**config.mk**
```make
export PLATFORM = sky130hd
export DESIGN_NAME = sha1_message_digest_flat
export DESIGN_NICKNAME = d
export VERILOG_FILES = /design/src/hdl/sha1_pkg.sv /design/src/hdl/sha1_if.sv /design/src/hdl/sha1_message_digest.sv /design/src/hdl/sha1_ctrl.sv /design/src/hdl/sha1_dp.sv /design/src/flat_wrapper.sv
export SDC_FILE = /design/constraint.sdc
export NUM_CORES = 2
export LEC_CHECK = 0
export BUFFER_PORTS_ARGS = -buffer_cell sky130_fd_sc_hd__buf_2
export CAP_MARGIN = 20
export CORE_ASPECT_RATIO = 0.9
export CORE_MARGIN = 2
export CORE_UTILIZATION = 27
export CTS_BUF_LIST = sky130_fd_sc_hd__clkbuf_8 sky130_fd_sc_hd__clkbuf_16
export CTS_CLUSTER_SIZE = 24
export DETAILED_ROUTE_END_ITERATION = 8
export SYNTH_ARGS = -nofsm -noshare
export SYNTH_HDL_FRONTEND = slang
export SYNTH_SLANG_ARGS = --single-unit
```
**constraint.sdc**
```tcl
create_clock -name clk -period 19.45 [get_ports clk]
set_clock_uncertainty 0.15 [all_clocks]
set_input_delay 0.9725 -clock clk [delete_from_list [all_inputs] [get_ports clk]]
set_output_delay 0.9725 -clock clk [all_outputs]
set_load 0.005 [all_outputs]
```
**src/hdl/sha1_pkg.sv**
```systemverilog
// ----------------------------------------------------------------------------
// sha1_pkg
// Types and constants shared by the SHA-1 digest controller, datapath and top.
// ----------------------------------------------------------------------------
package sha1_pkg;

	localparam logic        KIND_DATA   = 1'b0;
	localparam logic        KIND_FINISH = 1'b1;

	localparam logic [5:0]  POS_LAST    = 6'd63;
	localparam logic [5:0]  POS_LEN     = 6'd56;
	localparam logic [6:0]  ROUND_LAST  = 7'd79;
	localparam logic [6:0]  ROUND_G1    = 7'd20;
	localparam logic [6:0]  ROUND_G2    = 7'd40;
	localparam logic [6:0]  ROUND_G3    = 7'd60;
	localparam logic [2:0]  WORD_LAST   = 3'd4;
	localparam logic [7:0]  PAD_BYTE    = 8'h80;

	localparam logic [31:0] K0 = 32'h5A827999;
	localparam logic [31:0] K1 = 32'h6ED9EBA1;
	localparam logic [31:0] K2 = 32'h8F1BBCDC;
	localparam logic [31:0] K3 = 32'hCA62C1D6;

	localparam logic [31:0] H0_INIT = 32'h67452301;
	localparam logic [31:0] H1_INIT = 32'hEFCDAB89;
	localparam logic [31:0] H2_INIT = 32'h98BADCFE;
	localparam logic [31:0] H3_INIT = 32'h10325476;
	localparam logic [31:0] H4_INIT = 32'hC3D2E1F0;

	typedef enum logic [1:0] {
		SEL_DATA = 2'd0,
		SEL_PAD  = 2'd1,
		SEL_ZERO = 2'd2,
		SEL_LEN  = 2'd3
	} byte_sel_t;

	typedef struct packed {
		logic       absorb;
		byte_sel_t  sel;
		logic       load_len;
		logic       start_comp;
		logic       round_en;
		logic [6:0] round;
		logic       fold;
		logic       restart;
		logic [2:0] out_idx;
	} dp_cmd_t;

	typedef struct packed {
		logic [5:0] pos;
	} dp_stat_t;

endpackage

```
**src/hdl/sha1_if.sv**
```systemverilog
// ----------------------------------------------------------------------------
// sha1 channel interfaces
// Valid/ready channels for message items and digest word items.
// ----------------------------------------------------------------------------
interface sha1_in_if;
	logic       valid;
	logic       ready;
	logic       kind;
	logic [7:0] data_byte;

	modport source (output valid, output kind, output data_byte, input ready);
	modport sink   (input valid, input kind, input data_byte, output ready);
endinterface

interface sha1_out_if;
	logic        valid;
	logic        ready;
	logic [31:0] digest_word;
	logic [2:0]  word_index;
	logic        last_word;

	modport source (output valid, output digest_word, output word_index, output last_word,
		input ready);
	modport sink   (input valid, input digest_word, input word_index, input last_word,
		output ready);
endinterface

```
**src/hdl/sha1_message_digest.sv**
```systemverilog
// ----------------------------------------------------------------------------
// sha1_message_digest
// SHA-1 digest of a byte stream; a finish item pads and emits five words.
// ----------------------------------------------------------------------------
// Message bytes are taken one per cycle while the 64-byte block fills. The
// byte that completes a block starts a busy compression: 80 rounds on the
// single round unit, one per cycle, then a fold of the result into the
// chaining words. A finish item feeds the padding and length bytes through the
// same path at one per cycle, pausing once at the length boundary, runs one
// or two compressions, then presents digest words 0 to 4 one at a time; the
// next message may start in the cycle after word 4 is taken.
module sha1_message_digest (
	input  logic clk,
	input  logic arst_n,
	sha1_in_if.sink    msg,
	sha1_out_if.source dig
);
	import sha1_pkg::*;

	dp_cmd_t  cmd;
	dp_stat_t stat;

	sha1_ctrl u_ctrl (
		.clk       (clk),
		.arst_n    (arst_n),
		.msg_valid (msg.valid),
		.msg_kind  (msg.kind),
		.msg_ready (msg.ready),
		.dig_valid (dig.valid),
		.dig_ready (dig.ready),
		.stat      (stat),
		.cmd       (cmd)
	);

	sha1_dp u_dp (
		.clk         (clk),
		.arst_n      (arst_n),
		.data_byte   (msg.data_byte),
		.cmd         (cmd),
		.stat        (stat),
		.digest_word (dig.digest_word)
	);

	assign dig.word_index = cmd.out_idx;
	assign dig.last_word  = (cmd.out_idx == WORD_LAST);

`ifndef NO_ASSERTIONS
	a_no_overlap: assert property (@(posedge clk) disable iff (!arst_n)
		!(msg.ready && dig.valid))
		else $error("input taken while digest pending");

	a_ready_after_last: assert property (@(posedge clk) disable iff (!arst_n)
		(dig.valid && dig.ready && dig.last_word) |=> msg.ready)
		else $error("not ready after last digest word");

	a_index_step: assert property (@(posedge clk) disable iff (!arst_n)
		(dig.valid && dig.ready && !dig.last_word) |=>
		(dig.valid && dig.word_index == $past(dig.word_index) + 3'd1))
		else $error("digest word index did not advance");

	a_idle_on_finish: assert property (@(posedge clk) disable iff (!arst_n)
		(msg.valid && msg.ready && msg.kind) |=> !msg.ready)
		else $error("ready during padding");
`endif

endmodule

```
**src/hdl/sha1_ctrl.sv**
```systemverilog
// ----------------------------------------------------------------------------
// sha1_ctrl
// Sequencer: byte intake, padding, round stepping, fold and digest output.
// ----------------------------------------------------------------------------
module sha1_ctrl (
	input  logic              clk,
	input  logic              arst_n,
	input  logic              msg_valid,
	input  logic              msg_kind,
	output logic              msg_ready,
	output logic              dig_valid,
	input  logic              dig_ready,
	input  sha1_pkg::dp_stat_t stat,
	output sha1_pkg::dp_cmd_t  cmd
);
	import sha1_pkg::*;

	typedef enum logic [6:0] {
		ST_IDLE   = 7'b0000001,
		ST_PAD80  = 7'b0000010,
		ST_PADZ   = 7'b0000100,
		ST_PADLEN = 7'b0001000,
		ST_COMP   = 7'b0010000,
		ST_FOLD   = 7'b0100000,
		ST_EMIT   = 7'b1000000
	} state_t;

	state_t     state_q, state_d, ret_q, ret_d;
	logic [6:0] rnd_q;
	logic [2:0] idx_q;

	always_comb begin
		state_d   = state_q;
		ret_d     = ret_q;
		cmd       = '0;
		cmd.sel   = SEL_DATA;
		cmd.round = rnd_q;
		cmd.out_idx = idx_q;
		msg_ready = 1'b0;
		dig_valid = 1'b0;
		case (state_q)
			ST_IDLE: begin
				msg_ready = 1'b1;
				if (msg_valid) begin
					if (msg_kind == KIND_FINISH) begin
						cmd.load_len = 1'b1;
						state_d      = ST_PAD80;
					end else begin
						cmd.absorb = 1'b1;
						if (stat.pos == POS_LAST) begin
							cmd.start_comp = 1'b1;
							ret_d          = ST_IDLE;
							state_d        = ST_COMP;
						end
					end
				end
			end
			ST_PAD80: begin
				cmd.absorb = 1'b1;
				cmd.sel    = SEL_PAD;
				state_d    = ST_PADZ;
				if (stat.pos == POS_LAST) begin
					cmd.start_comp = 1'b1;
					ret_d          = ST_PADZ;
					state_d        = ST_COMP;
				end
			end
			ST_PADZ: begin
				if (stat.pos == POS_LEN) begin
					state_d = ST_PADLEN;
				end else begin
					cmd.absorb = 1'b1;
					cmd.sel    = SEL_ZERO;
					if (stat.pos == POS_LAST) begin
						cmd.start_comp = 1'b1;
						ret_d          = ST_PADZ;
						state_d        = ST_COMP;
					end
				end
			end
			ST_PADLEN: begin
				cmd.absorb = 1'b1;
				cmd.sel    = SEL_LEN;
				if (stat.pos == POS_LAST) begin
					cmd.start_comp = 1'b1;
					ret_d          = ST_EMIT;
					state_d        = ST_COMP;
				end
			end
			ST_COMP: begin
				cmd.round_en = 1'b1;
				if (rnd_q == ROUND_LAST) begin
					state_d = ST_FOLD;
				end
			end
			ST_FOLD: begin
				cmd.fold = 1'b1;
				state_d  = ret_q;
			end
			ST_EMIT: begin
				dig_valid = 1'b1;
				if (dig_ready && idx_q == WORD_LAST) begin
					cmd.restart = 1'b1;
					state_d     = ST_IDLE;
				end
			end
			default: begin
				state_d = ST_IDLE;
			end
		endcase
	end

	always_ff @(posedge clk or negedge arst_n) begin
		if (!arst_n) begin
			state_q <= ST_IDLE;
			ret_q   <= ST_IDLE;
			rnd_q   <= '0;
			idx_q   <= '0;
		end else begin
			state_q <= state_d;
			ret_q   <= ret_d;
			if (cmd.start_comp) begin
				rnd_q <= '0;
			end else if (cmd.round_en) begin
				rnd_q <= rnd_q + 7'd1;
			end
			if (cmd.restart) begin
				idx_q <= '0;
			end else if (dig_valid && dig_ready) begin
				idx_q <= idx_q + 3'd1;
			end
		end
	end

endmodule

```
**src/hdl/sha1_dp.sv**
```systemverilog
// ----------------------------------------------------------------------------
// sha1_dp
// Datapath: block shift register, bit count, round unit and chaining words.
// ----------------------------------------------------------------------------
module sha1_dp (
	input  logic              clk,
	input  logic              arst_n,
	input  logic [7:0]        data_byte,
	input  sha1_pkg::dp_cmd_t  cmd,
	output sha1_pkg::dp_stat_t stat,
	output logic [31:0]       digest_word
);
	import sha1_pkg::*;

	logic [31:0] w_q [0:15];
	logic [31:0] h_q [0:4];
	logic [31:0] a_q, b_q, c_q, d_q, e_q;
	logic [63:0] cnt_q;
	logic [63:0] len_q;
	logic [7:0]  byte_in;
	logic [31:0] f_val, k_val, t_val, w_new;

	always_comb begin
		case (cmd.sel)
			SEL_DATA: byte_in = data_byte;
			SEL_PAD:  byte_in = PAD_BYTE;
			SEL_ZERO: byte_in = 8'h00;
			SEL_LEN:  byte_in = len_q[63:56];
			default:  byte_in = 8'h00;
		endcase
	end

	always_comb begin
		if (cmd.round < ROUND_G1) begin
			f_val = (b_q & c_q) | (~b_q & d_q);
			k_val = K0;
		end else if (cmd.round < ROUND_G2) begin
			f_val = b_q ^ c_q ^ d_q;
			k_val = K1;
		end else if (cmd.round < ROUND_G3) begin
			f_val = (b_q & c_q) | (b_q & d_q) | (c_q & d_q);
			k_val = K2;
		end else begin
			f_val = b_q ^ c_q ^ d_q;
			k_val = K3;
		end
	end

	logic [31:0] w_x;
	assign w_x   = w_q[13] ^ w_q[8] ^ w_q[2] ^ w_q[0];
	assign w_new = {w_x[30:0], w_x[31]};
	assign t_val = {a_q[26:0], a_q[31:27]} + f_val + e_q + k_val + w_q[0];

	assign stat.pos = cnt_q[8:3];

	always_comb begin
		case (cmd.out_idx)
			3'd0:    digest_word = h_q[0];
			3'd1:    digest_word = h_q[1];
			3'd2:    digest_word = h_q[2];
			3'd3:    digest_word = h_q[3];
			3'd4:    digest_word = h_q[4];
			default: digest_word = h_q[0];
		endcase
	end

	// block words, round variables and message length register
	always_ff @(posedge clk) begin
		if (cmd.absorb) begin
			for (int i = 0; i < 15; i++) begin
				w_q[i] <= {w_q[i][23:0], w_q[i+1][31:24]};
			end
			w_q[15] <= {w_q[15][23:0], byte_in};
		end else if (cmd.round_en) begin
			for (int i = 0; i < 15; i++) begin
				w_q[i] <= w_q[i+1];
			end
			w_q[15] <= w_new;
		end
		if (cmd.start_comp) begin
			a_q <= h_q[0];
			b_q <= h_q[1];
			c_q <= h_q[2];
			d_q <= h_q[3];
			e_q <= h_q[4];
		end else if (cmd.round_en) begin
			a_q <= t_val;
			b_q <= a_q;
			c_q <= {b_q[1:0], b_q[31:2]};
			d_q <= c_q;
			e_q <= d_q;
		end
		if (cmd.load_len) begin
			len_q <= cnt_q;
		end else if (cmd.absorb && cmd.sel == SEL_LEN) begin
			len_q <= {len_q[55:0], 8'h00};
		end
	end

	always_ff @(posedge clk or negedge arst_n) begin
		if (!arst_n) begin
			h_q[0] <= H0_INIT;
			h_q[1] <= H1_INIT;
			h_q[2] <= H2_INIT;
			h_q[3] <= H3_INIT;
			h_q[4] <= H4_INIT;
			cnt_q  <= '0;
		end else begin
			if (cmd.restart) begin
				h_q[0] <= H0_INIT;
				h_q[1] <= H1_INIT;
				h_q[2] <= H2_INIT;
				h_q[3] <= H3_INIT;
				h_q[4] <= H4_INIT;
			end else if (cmd.fold) begin
				h_q[0] <= h_q[0] + a_q;
				h_q[1] <= h_q[1] + b_q;
				h_q[2] <= h_q[2] + c_q;
				h_q[3] <= h_q[3] + d_q;
				h_q[4] <= h_q[4] + e_q;
			end
			if (cmd.restart) begin
				cnt_q <= '0;
			end else if (cmd.absorb) begin
				cnt_q <= {cnt_q[63:3] + 61'd1, cnt_q[2:0]};
			end
		end
	end

endmodule
```
**src/flat_wrapper.sv**
```systemverilog
// flat-port wrapper written by rule: the top's interface ports become plain ports
module sha1_message_digest_flat import sha1_pkg::*;
  (clk, arst_n, msg_valid, msg_kind, msg_data_byte, msg_ready, dig_valid, dig_digest_word, dig_word_index, dig_last_word, dig_ready);
  sha1_in_if msg_i ();
  sha1_out_if dig_i ();
  input  logic clk;
  input  logic arst_n;
  input wire logic [$bits(msg_i.valid)-1:0] msg_valid;
  input wire logic [$bits(msg_i.kind)-1:0] msg_kind;
  input wire logic [$bits(msg_i.data_byte)-1:0] msg_data_byte;
  output wire logic [$bits(msg_i.ready)-1:0] msg_ready;
  output wire logic [$bits(dig_i.valid)-1:0] dig_valid;
  output wire logic [$bits(dig_i.digest_word)-1:0] dig_digest_word;
  output wire logic [$bits(dig_i.word_index)-1:0] dig_word_index;
  output wire logic [$bits(dig_i.last_word)-1:0] dig_last_word;
  input wire logic [$bits(dig_i.ready)-1:0] dig_ready;
  assign msg_i.valid = msg_valid;
  assign msg_i.kind = msg_kind;
  assign msg_i.data_byte = msg_data_byte;
  assign msg_ready = msg_i.ready;
  assign dig_valid = dig_i.valid;
  assign dig_digest_word = dig_i.digest_word;
  assign dig_word_index = dig_i.word_index;
  assign dig_last_word = dig_i.last_word;
  assign dig_i.ready = dig_ready;
  sha1_message_digest u_core (.clk(clk), .arst_n(arst_n), .msg(msg_i), .dig(dig_i));
endmodule
```
==> results.ini <==
[status]
outcome=finished clean

[global_route]
grt_start_max_net_pins=228
grt.overflow.total=0
grt_pass1_vias=40000
grt_first_pass_wirelength_mm=237
track_usage_pct=14.4
antenna_found_initial=2

[floorplan]
boundaryPins=51
start_util_pct=27.2
die_h_um=433
die_area_um2=208000
die_x_um=481
placementRows=157
fp.coreArea_um2=203000

[synthesis]
ys_ff_latch=974
synthCells=5736
synth_area_per_cell_um2=9.62
yosys.area_share.simple_pct=18.9
ys_warn_count=0
yosys.area_share.xor_xnor_pct=5.12
synth_top_family_by_area=simple AND/OR/NAND/NOR gates
synth.distinct_cells=94
ys_async_sr_fraction_pct=24.7
synth_flop_cell=edfxtp_1
synth_edf_count=733
syn_nets=6075
synth_compound_area_share_pct=10.6
netlist_area_um2=55200
synthAdderAreaFrac_pct=9.09
synth_mux_area_share_pct=1.68
yosysSeqAreaShare_pct=51.0

[pwr]
pwr-share-clk_pct=30.1
vdd_ir_drop_max_mv=0.0893
power_density_nw_per_um2=107
p_int_uw=4510
comb_power_share_pct=22.2
leakage_uw=0.0254
swShare_pct=31.7
switching_power_uw=2090
p_seq_share_pct=47.8

[critical_path]
crit_slowest_cell=clkinv_1
timing.rr.start=u_core.u_ctrl.rnd_q[2]
startpoint_type=flop
reg2reg_slack_ns=12.03
crit_path_end_kind=flop
worstPathRequired_ns=19.77
cp_max_fo=18
endpoint=u_core.u_dp.a_q[30]
cpPeakStageDelay_ns=0.67
reg2reg_depth=23
cp.arrival_ns=7.73
rr_endpoint=u_core.u_dp.a_q[30]
worstSetupStartpoint=u_core.u_ctrl.rnd_q[2]
worstSetupPathType=reg2reg
crit_chain=nand4_1 > nor2b_1 > nand2_1 > buf_4 > nand2_1 > clkinv_1 > a221oi_1 > fa_1 > fa_1 > fa_1 > inv_1 > ha_1 > a21o_1 > a21oi_1 > o21ai_1 > a41oi_2 > a211oi_1 > o2111ai_1 > a31oi_1 > or4_1 > a31oi_1 > xor2_1 > o21ai_1
cp_common_cell=fa_1

[drt]
wire_per_inst_um=18.0
drt_iter0_drc=4099
routed_via_density=4.85
dr_total_vias=41200
drc=0
antenna_left=0
wirelength_mm=153
firstDrtPassIters=6

[sta]
fin_setup_tns_ns=0
max-slew-margin-rel_pct=28.2
rsz0062_at_grt=false
hold_violations=0
period_share_pct=38.1
worst_slew_pin_slew_ns=1.08
max_freq_mhz=135
finalSetupViolations=0
drv_slew=0
final.setup.worst_slack_ns=12.03
min_period_ns=7.42

[clocking]
path_clk_slew_ns=0.06
clock_path_buffers=3
h-tree-depth=3
cts_tree=yes
hold_buffers=0
cts_root_buf=clkbuf_16
postCtsSetupBuffers=0
cts_resized=0
cts_sinks=974
numCtsBuffers=107
clock_latency_ns=0.75

[cells_and_area]
final_core_util_pct=30.4
finalNonFillerCells=8493
area_delta_synth_final_pct=12.0
n_antenna_cell=0
num-nets-final=6039
drive_above_1_share_pct=7.74
postLayoutCellArea_um2=61800
n_fill_cell=20900

[placement]
dp_hpwl_mm=105
post_dp_cell_area_um2=58400
dp.cells=8293
gp_congestion=0.888
port_buffers=50
preCtsSetupSlack_ns=12.08

[job]
max_cap_violations=0

[min_path]
hold_path.class=in2async

==> critical path, delay by kind of cell (launching register included) <==
family                   cells  cell delay (ns)
flip-flops                   1             0.46
AND/OR/NAND/NOR              5             1.25
buffers and inverters        3             0.97
AO/OA/AOI/OAI               10             2.34
XOR/XNOR                     1             0.18
adder cells (fa/ha/maj)      4             1.77
==> final cells by class <==
| class | count | area (um2) | area share [%] |
|---|---|---|---|
| Clock buffer | 123 | 2910 | 4.71 |
| Inverter | 292 | 1100 | 1.77 |
| Multi-Input combinational cell | 4228 | 25100 | 40.7 |
| Clock inverter | 76 | 495 | 0.802 |
| Sequential cell | 974 | 28100 | 45.5 |
| Timing Repair Buffer | 97 | 646 | 1.04 |
| Tap cell | 2703 | 3380 | 5.47 |
==> worst min-delay path by stage <==
stage	startpoint	endpoint	slack (ns)	cells past startpoint
2_1_floorplan	u_core.u_ctrl.ret_q[6]	u_core.u_ctrl.state_q[6]	0.30	2
4_1_cts	arst_n	u_core.u_dp.h_q[156]	0.05	1
6_report	arst_n	u_core.u_ctrl.idx_q[1]	0.07	1
3_3_place_gp	u_core.u_ctrl.ret_q[2]	u_core.u_ctrl.ret_q[2]	0.32	1
3_5_place_dp	u_core.u_ctrl.ret_q[2]	u_core.u_ctrl.ret_q[2]	0.32	1
5_1_grt	arst_n	u_core.u_dp.h_q[1]	0.09	1
==> cell usage after synthesis, types with 6 or more instances <==
cell type | count | area, um2
a211o_1 | 11 | 96.3
a211oi_1 | 11 | 82.6
a21o_1 | 81 | 608
a21oi_1 | 242 | 1210
a221oi_1 | 20 | 175
a22oi_1 | 67 | 503
a31oi_1 | 48 | 300
and2_1 | 17 | 106
and3_1 | 30 | 188
and4_1 | 9 | 78.8
buf_1 | 16 | 60.1
clkbuf_1 | 221 | 830
dfrtp_1 | 159 | 3980
dfstp_2 | 82 | 2150
edfxtp_1 | 733 | 22000
fa_1 | 125 | 2500
ha_1 | 201 | 2510
inv_1 | 289 | 1080
mux2_2 | 53 | 597
mux2i_1 | 33 | 330
nand2_1 | 1993 | 7480
nand2b_1 | 34 | 213
nand3_1 | 47 | 235
nand3b_1 | 6 | 45.0
nand4_1 | 31 | 194
nor2_1 | 293 | 1100
nor2b_1 | 22 | 138
nor3_1 | 38 | 190
o211ai_1 | 10 | 75.1
o21a_1 | 23 | 173
o21ai_0 | 236 | 1180
o21ai_1 | 26 | 130
o21bai_1 | 30 | 225
o221a_2 | 12 | 135
o221ai_1 | 6 | 52.6
o22a_1 | 8 | 70.1
o22ai_1 | 9 | 56.3
o31ai_1 | 9 | 67.6
or3_1 | 19 | 119
xnor2_1 | 206 | 1800
xor2_1 | 117 | 1020
==> logic make-up after synthesis <==
family | Yosys count
compound gates | 917
xor+xnor | 323
fa+ha+maj | 326
buf+inv | 534
flops | 974
mux | 86
simple gates | 2576
==> routing by layer <==
layer | vias to the layer above | wire (um) | track usage, %
li1 | 19400 | - | -
met1 | 20400 | 70700 | 20.5
met2 | 1219 | 69200 | 22.7
met3 | 225 | 9320 | 2.35
met4 | 2 | 3480 | 3.68
met5 | - | 13 | 0
==> state kept, by name, summed over array words and instances, names as in the netlist <==
register,count
u_core.u_dp.a_q,32
u_core.u_ctrl.rnd_q,7
u_core.u_dp.len_q,61
u_core.u_dp.e_q,32
u_core.u_dp.b_q,32
u_core.u_ctrl.state_q,7
u_core.u_dp.h_q,160
u_core.u_dp.cnt_q,61
u_core.u_ctrl.idx_q,3
u_core.u_dp.d_q,32
u_core.u_ctrl.ret_q,3
u_core.u_dp.w_q,512
u_core.u_dp.c_q,32
==> cell usage in the layout (no fill, tap or decap), types with 38 or more instances in the layout <==
master / synthesis / routed
a22oi_1: 67 / 67
o21ai_0: 236 / 236
a21o_1: 81 / 81
buf_4: 3 / 42
a31oi_1: 48 / 48
buf_2: 1 / 50
xor2_1: 117 / 117
a21oi_1: 242 / 242
nand2_1: 1993 / 1989
ha_1: 201 / 201
nor3_1: 38 / 38
clkbuf_16: 0 / 108
dfstp_2: 82 / 82
xnor2_1: 206 / 206
edfxtp_1: 733 / 733
nand3_1: 47 / 47
fa_1: 125 / 125
nor2_1: 293 / 291
inv_1: 289 / 319
dfrtp_1: 159 / 159
mux2_2: 53 / 53
==> stage by stage <==
| step | hold WS (ns) | total power [uW] |
|---|---|---|
| global route | 0.0892 | 6970 |
| finish | 0.0750 | 6600 |
| global placement | 0.318 | 4630 |
| CTS | 0.0524 | 6660 |
| floorplan | 0.296 | 4420 |
| detailed placement | 0.317 | 4660 |
==> power by group through the flow <==
stage / logic, uW / registers [uW] / clock network (uW)
floorplan: 1090 / 3330 / 0
global placement: 1450 / 3180 / 0
detailed placement: 1480 / 3190 / 0
CTS: 1490 / 3150 / 2020
global route: 1670 / 3200 / 2100
finish: 1460 / 3150 / 1980
(Power assumes the default switching activity.)
